File: config.mk
export PLATFORM = sky130hd
export DESIGN_NAME = tgps_ctrl
export DESIGN_NICKNAME = d
export VERILOG_FILES = /design/src/rtl/tgps_pkg.sv /design/src/rtl/tgps_ctrl.sv
export SDC_FILE = /design/constraint.sdc
export NUM_CORES = 1
export LEC_CHECK = 0
export BUFFER_PORTS_ARGS = -buffer_cell sky130_fd_sc_hd__buf_2
export CORE_AREA = 2 2 39 41
export CTS_CLUSTER_SIZE = 30
export DETAILED_ROUTE_END_ITERATION = 6
export DIE_AREA = 0 0 41 43
export PLACE_DENSITY = 0.56
export SLEW_MARGIN = 10
export SYNTH_ARGS = -nofsm -noshare
export SYNTH_HDL_FRONTEND = slang
export SYNTH_SLANG_ARGS = --single-unit
File: constraint.sdc
create_clock -name aclk -period 1.13 [get_ports aclk]
set_clock_uncertainty 0.05 [all_clocks]
set_input_delay 0.226 -clock aclk [delete_from_list [all_inputs] [get_ports aclk]]
set_output_delay 0.226 -clock aclk [all_outputs]
set_load 0.01 [all_outputs]
File: src/rtl/tgps_pkg.sv
package tgps_pkg;

    localparam int SAMPLE_BITS    = 24;
    localparam int BUFFER_DEPTH   = 4096;  // power of two, write pointer wraps naturally
    localparam int ADDR_BITS      = $clog2(BUFFER_DEPTH);
    localparam int FILL_BITS      = ADDR_BITS + 1;
    localparam int MIN_READ_DELAY = 4;
    localparam int PHASE_BITS     = 24;
    localparam int GRAIN_BITS     = 12;
    localparam int INC_BITS       = 22;
    localparam int MIN_GRAIN      = 16;
    localparam int CFG_DATA_BITS  = 22;
    localparam int CFG_INDEX_BITS = 2;

    localparam logic [GRAIN_BITS-1:0] GRAIN_RESET = GRAIN_BITS'(2400);
    localparam logic [INC_BITS-1:0]   INC_RESET   = INC_BITS'(6991);

    // register indexes
    localparam logic [CFG_INDEX_BITS-1:0] REG_GRAIN_LENGTH    = CFG_INDEX_BITS'(0);
    localparam logic [CFG_INDEX_BITS-1:0] REG_PHASE_INCREMENT = CFG_INDEX_BITS'(1);
    localparam logic [CFG_INDEX_BITS-1:0] REG_BYPASS          = CFG_INDEX_BITS'(2);

    // delay = MIN_READ_DELAY + (1 - phase) * grain, integer part above PHASE_BITS
    localparam int DELAY_BITS = PHASE_BITS + 1 + GRAIN_BITS;
    localparam logic [DELAY_BITS-1:0] DELAY_OFFSET =
        DELAY_BITS'(MIN_READ_DELAY) << PHASE_BITS;

    // interpolation and weighted sum widths
    localparam int LERP_BITS     = 2 * SAMPLE_BITS + 2;
    localparam int WIN_BITS      = 18;
    localparam int WIN_FRAC_BITS = 17;
    localparam int WIN_ONE       = 1 << WIN_FRAC_BITS;
    localparam int ACC_BITS      = WIN_BITS + SAMPLE_BITS + 2;

    // quarter-wave window table
    localparam int WIN_TABLE_SIZE = 1024;
    localparam int WIN_SPAN       = 2 * WIN_TABLE_SIZE;
    localparam int WIN_ADDR_BITS  = $clog2(WIN_TABLE_SIZE + 1);
    localparam int WIN_IDX_BITS   = $clog2(WIN_SPAN + 1);

    typedef logic [WIN_BITS-1:0] win_table_t [0:WIN_TABLE_SIZE];

    // sin(pi/2 * k/N) in Q1.17 by a Q30 Taylor series
    function automatic win_table_t build_win_table();
        win_table_t          t;
        logic [63:0]         a;
        logic [63:0]         a2;
        logic [63:0]         term;
        logic signed [63:0]  sum;
        logic signed [63:0]  e;
        for (int k = 0; k <= WIN_TABLE_SIZE; k++) begin
            a    = (64'(k) * 64'd3373259426) / 64'(WIN_SPAN);
            a2   = (a * a) >> 30;
            term = a;
            sum  = signed'(a);
            for (int n = 1; n <= 10; n++) begin
                term = ((term * a2) >> 30) / 64'((2 * n) * (2 * n + 1));
                if ((n % 2) == 1)
                    sum = sum - signed'(term);
                else
                    sum = sum + signed'(term);
            end
            if (sum < 0)
                sum = 0;
            e = signed'((unsigned'(sum) * 64'(WIN_ONE) + (64'd1 << 29)) >> 30);
            if (e > WIN_ONE || k == WIN_TABLE_SIZE)
                e = 64'(WIN_ONE);
            t[k] = WIN_BITS'(e);
        end
        return t;
    endfunction

    localparam win_table_t WIN_TABLE = build_win_table();

    typedef enum logic [3:0] {
        ST_IDLE,
        ST_ADDR_A,
        ST_ADDR_B,
        ST_RD_A1,
        ST_RD_B0,
        ST_LERP_A,
        ST_MAC_A,
        ST_LERP_B,
        ST_MAC_B,
        ST_OUT
    } tgps_state_t;

    typedef struct packed {
        logic accept;     // write the word, advance pointer and phase
        logic calc_en;    // compute tap address and fraction
        logic calc_b;
        logic rd_en;      // delay store read
        logic rd_b;
        logic rd_next;    // one sample further back
        logic cap_lo;
        logic cap_hi;
        logic lerp_en;
        logic lerp_b;
        logic win_en;
        logic win_cos;
        logic mac_en;
        logic mac_first;
        logic mac_b;
        logic out_load;
    } tgps_cmd_t;

endpackage

File: src/rtl/tgps_ctrl.sv
module tgps_ctrl (
    input  logic                aclk,
    input  logic                aresetn,
    input  logic                s_valid,
    output logic                s_ready,
    output logic                m_valid,
    input  logic                m_ready,
    input  logic                bypass,
    output tgps_pkg::tgps_cmd_t cmd
);

    import tgps_pkg::*;

    tgps_state_t state_reg;
    tgps_state_t state_next;
    logic        m_valid_reg;
    logic        m_valid_next;

    always_ff @(posedge aclk) begin
        if (!aresetn) begin
            state_reg   <= ST_IDLE;
            m_valid_reg <= 1'b0;
        end else begin
            state_reg   <= state_next;
            m_valid_reg <= m_valid_next;
        end
    end

    always_comb begin
        cmd        = '0;
        state_next = state_reg;
        case (state_reg)
            ST_IDLE: begin
                if (s_valid) begin
                    cmd.accept = 1'b1;
                    state_next = bypass ? ST_OUT : ST_ADDR_A;
                end
            end
            ST_ADDR_A: begin
                cmd.calc_en = 1'b1;
                state_next  = ST_ADDR_B;
            end
            ST_ADDR_B: begin
                cmd.calc_en = 1'b1;
                cmd.calc_b  = 1'b1;
                cmd.rd_en   = 1'b1;
                state_next  = ST_RD_A1;
            end
            ST_RD_A1: begin
                cmd.rd_en   = 1'b1;
                cmd.rd_next = 1'b1;
                cmd.cap_lo  = 1'b1;
                state_next  = ST_RD_B0;
            end
            ST_RD_B0: begin
                cmd.rd_en  = 1'b1;
                cmd.rd_b   = 1'b1;
                cmd.cap_hi = 1'b1;
                state_next = ST_LERP_A;
            end
            ST_LERP_A: begin
                // grain a interpolates while grain b samples stream in
                cmd.lerp_en = 1'b1;
                cmd.cap_lo  = 1'b1;
                cmd.rd_en   = 1'b1;
                cmd.rd_b    = 1'b1;
                cmd.rd_next = 1'b1;
                cmd.win_en  = 1'b1;
                state_next  = ST_MAC_A;
            end
            ST_MAC_A: begin
                cmd.cap_hi    = 1'b1;
                cmd.mac_en    = 1'b1;
                cmd.mac_first = 1'b1;
                cmd.win_en    = 1'b1;
                cmd.win_cos   = 1'b1;
                state_next    = ST_LERP_B;
            end
            ST_LERP_B: begin
                cmd.lerp_en = 1'b1;
                cmd.lerp_b  = 1'b1;
                state_next  = ST_MAC_B;
            end
            ST_MAC_B: begin
                cmd.mac_en = 1'b1;
                cmd.mac_b  = 1'b1;
                state_next = ST_OUT;
            end
            ST_OUT: begin
                if (!m_valid_reg || m_ready) begin
                    cmd.out_load = 1'b1;
                    state_next   = ST_IDLE;
                end
            end
            default: begin
                state_next = ST_IDLE;
            end
        endcase
    end

    always_comb begin
        if (cmd.out_load)
            m_valid_next = 1'b1;
        else if (m_ready)
            m_valid_next = 1'b0;
        else
            m_valid_next = m_valid_reg;
    end

    assign s_ready = (state_reg == ST_IDLE);
    assign m_valid = m_valid_reg;

endmodule

==> results.toml <==
[critical_path]
cp_max_fo = 5
slowest_stage = "dfxtp_4"
setup.worst_path.class = "reg -> out"
timing.rr.start = "state_reg[2]"
cp.arrival_ns = 1.22
endpoint_kind = "output pin"
reg2reg_to = "state_reg[3]"
crit_top_cell = "buf_6"
r2r_slack_ns = -0.19
worstPathCellList = "buf_6 -> and3b_4 -> and2_4 -> buf_6"
required_ns = 0.85
worstRegToRegCells = 5
cp-start-kind = "flip-flop"
slowest_delay_ns = 0.41

[final_layout]
fin_area_um2 = 763
fin_nets = 88
mostFrequentLayoutCell = "buf_2"
syn2layout_area_growth_pct = 106
regArea_um2 = 113
layout_common_cells = "buf_2, buf_6, buf_4"
antenna_cells = 0
multi_input_area_um2 = 310
final_cells = 98
largest_reg_flops = 4
fillerInstances = 139
drive_gt1_frac = 0.768

[logic_synthesis]
ys.flop_type = "dfxtp_1"
synth.area.top_cells = "dfxtp_1, nor2_1, buf_4"
synthArstFlopShare = 0
synth.distinct_cells = 26
syn_avg_cell_area_um2 = 8.05
synth_nets = 51
synth_edf_count = 0
yosysWarnings = 0
syn-cell-area_um2 = 370
synth_top_area_share = 0.270
ys_seq_elements = 5
synthCells = 46
yosysTopAreaCell = "dfxtp_1"
seq_area_frac_synth = 0.270

[clock_network]
insertion_delay_ns = 0.24
cts_max_path_buffers = 2
cts_tree = "yes"
ctsHtreeMaxLevel = 1
hold_buffers = 0
cts.sinks = 5
cts_buffers = 3
clk_pin_slew_ns = 0.05
root_buffer = "clkbuf_4"

[power_and_ir_drop]
leakagePower_nw = 0.362
ir_drop_uv = 590
p_per_area_nw_per_um2 = 1370

[place]
post_dp_cell_area_um2 = 591
dpl.hpwl_um = 780
post-place-ws_ns = -0.213
gp_congestion = 0.714
dpl.cell_count = 91
port_buffers = 22

[global_route]
grt_max_degree = 10
grt_pass1_wl_um = 1750
grt_pass1_vias = 413
grt_overflow = 0
grtUsageTotal = 0.144
antenna_found_initial = 0

[sta]
hold_viol = 0
min_period_ns = 1.49
rsz0062_at_grt = "yes"
slew_viol_final = 0
worst_slack_ns = -0.364
slew_headroom = 0.748
worst_slew_pin_slew_ns = 0.375
setup_viol = 19
finalSetupTns_ns = -5.25
whs_ns = 0.178
period_share = 1.32
fmax_ghz = 0.669

[drt]
avgViaCountPerCell = 4.78
drt-initial-drc-count = 2
first_pass_iters = 4
wl_um = 1250
drc = 0
via_count = 468
drtAntennaViolNets = 0
wire_per_inst_um = 12.8

[floorplan]
die_h_um = 43
fp.dieW_um = 41
rows = 14
start_util = 0.268
io_pins = 23
core-area_um2 = 1380
dieArea_um2 = 1760

[outcome]
outcome = "complete, but fails checks"
violations = "negative setup slack"

[worst_hold_path]
hold_class = "in -> reg"
min_from = "aresetn"
whs_endpoint = "state_reg[3]"
min_path_cells = 2

[job]
max-cap-violations = 0
==> where the power goes <==
group | leakage, nW | total, mW | internal (mW) | switching (mW)
Sequential | 0.0434 | 0.260 | 0.206 | 0.0538
Combinational | 0.303 | 0.581 | 0.335 | 0.246
Clock | 0.0150 | 0.205 | 0.133 | 0.0717
==> area by class of cell <==
type                            count  area share
Sequential cell                     5       0.148
Timing Repair Buffer               39       0.380
Tap cell                           16      0.0262
Clock buffer                        4      0.0344
Inverter                            1     0.00492
Multi-Input combinational cell     33       0.407
==> cell families (layout without fill, tap and decap cells) <==
group,Yosys count,count (layout),share of synthesized area
flops,5,5,0.270
compound gates,7,7,0.128
simple gates,24,24,0.412
xor+xnor,2,2,0.0473
buf+inv,8,44,0.142
==> cell usage after synthesis (2+ instances only) <==
master    number
dfxtp_1        5
xnor2_1        2
buf_2          3
nor3_1         2
and2_1         2
buf_4          3
nand2b_1       2
a21oi_1        3
nor2_1         7
==> metrics by stage <==
step | total power, mW | utilization
2_1_floorplan | 0.508 | -
3_3_place_gp | 0.693 | 0.427
3_5_place_dp | 0.696 | 0.427
4_1_cts | 0.996 | 0.506
5_1_grt | 1.11 | 0.552
6_report | 1.05 | 0.552
==> metal layers <==
| layer | part of all wire | routed length, µm | global-route usage | vias up |
|---|---|---|---|---|
| li1 | - | - | - | 231 |
| met1 | 0.43 | 539 | 0.190 | 221 |
| met2 | 0.52 | 648 | 0.225 | 16 |
| met3 | 0.052 | 65 | 0.0157 | 0 |
| met4 | 0 | 0 | 0.0600 | 0 |
| met5 | 0 | 0 | 0 | - |
==> worst max-delay path, delay by kind of cell (launching register included) <==
kind / cells / cell delay [ns]
flops: 1 / 0.41
simple gates: 2 / 0.34
buf+inv: 2 / 0.23
==> timing repair <==
item,4_1_cts,5_1_grt
buffers inserted,2,2
setup endpoints to repair,21,20
pin swaps,7,10
gates resized for setup,17,12
==> worst max-delay path by stage <==
| stage | startpoint | endpoint | slack [ns] |
|---|---|---|---|
| floorplan | state_reg[0] | cmd[15] | -0.12 |
| global placement | state_reg[2] | cmd[9] | -0.19 |
| detailed placement | state_reg[2] | cmd[10] | -0.21 |
| CTS | state_reg[2] | cmd[6] | -0.38 |
| global route | state_reg[2] | cmd[6] | -0.40 |
| finish | state_reg[2] | cmd[6] | -0.36 |
(Power assumes the default switching activity.)
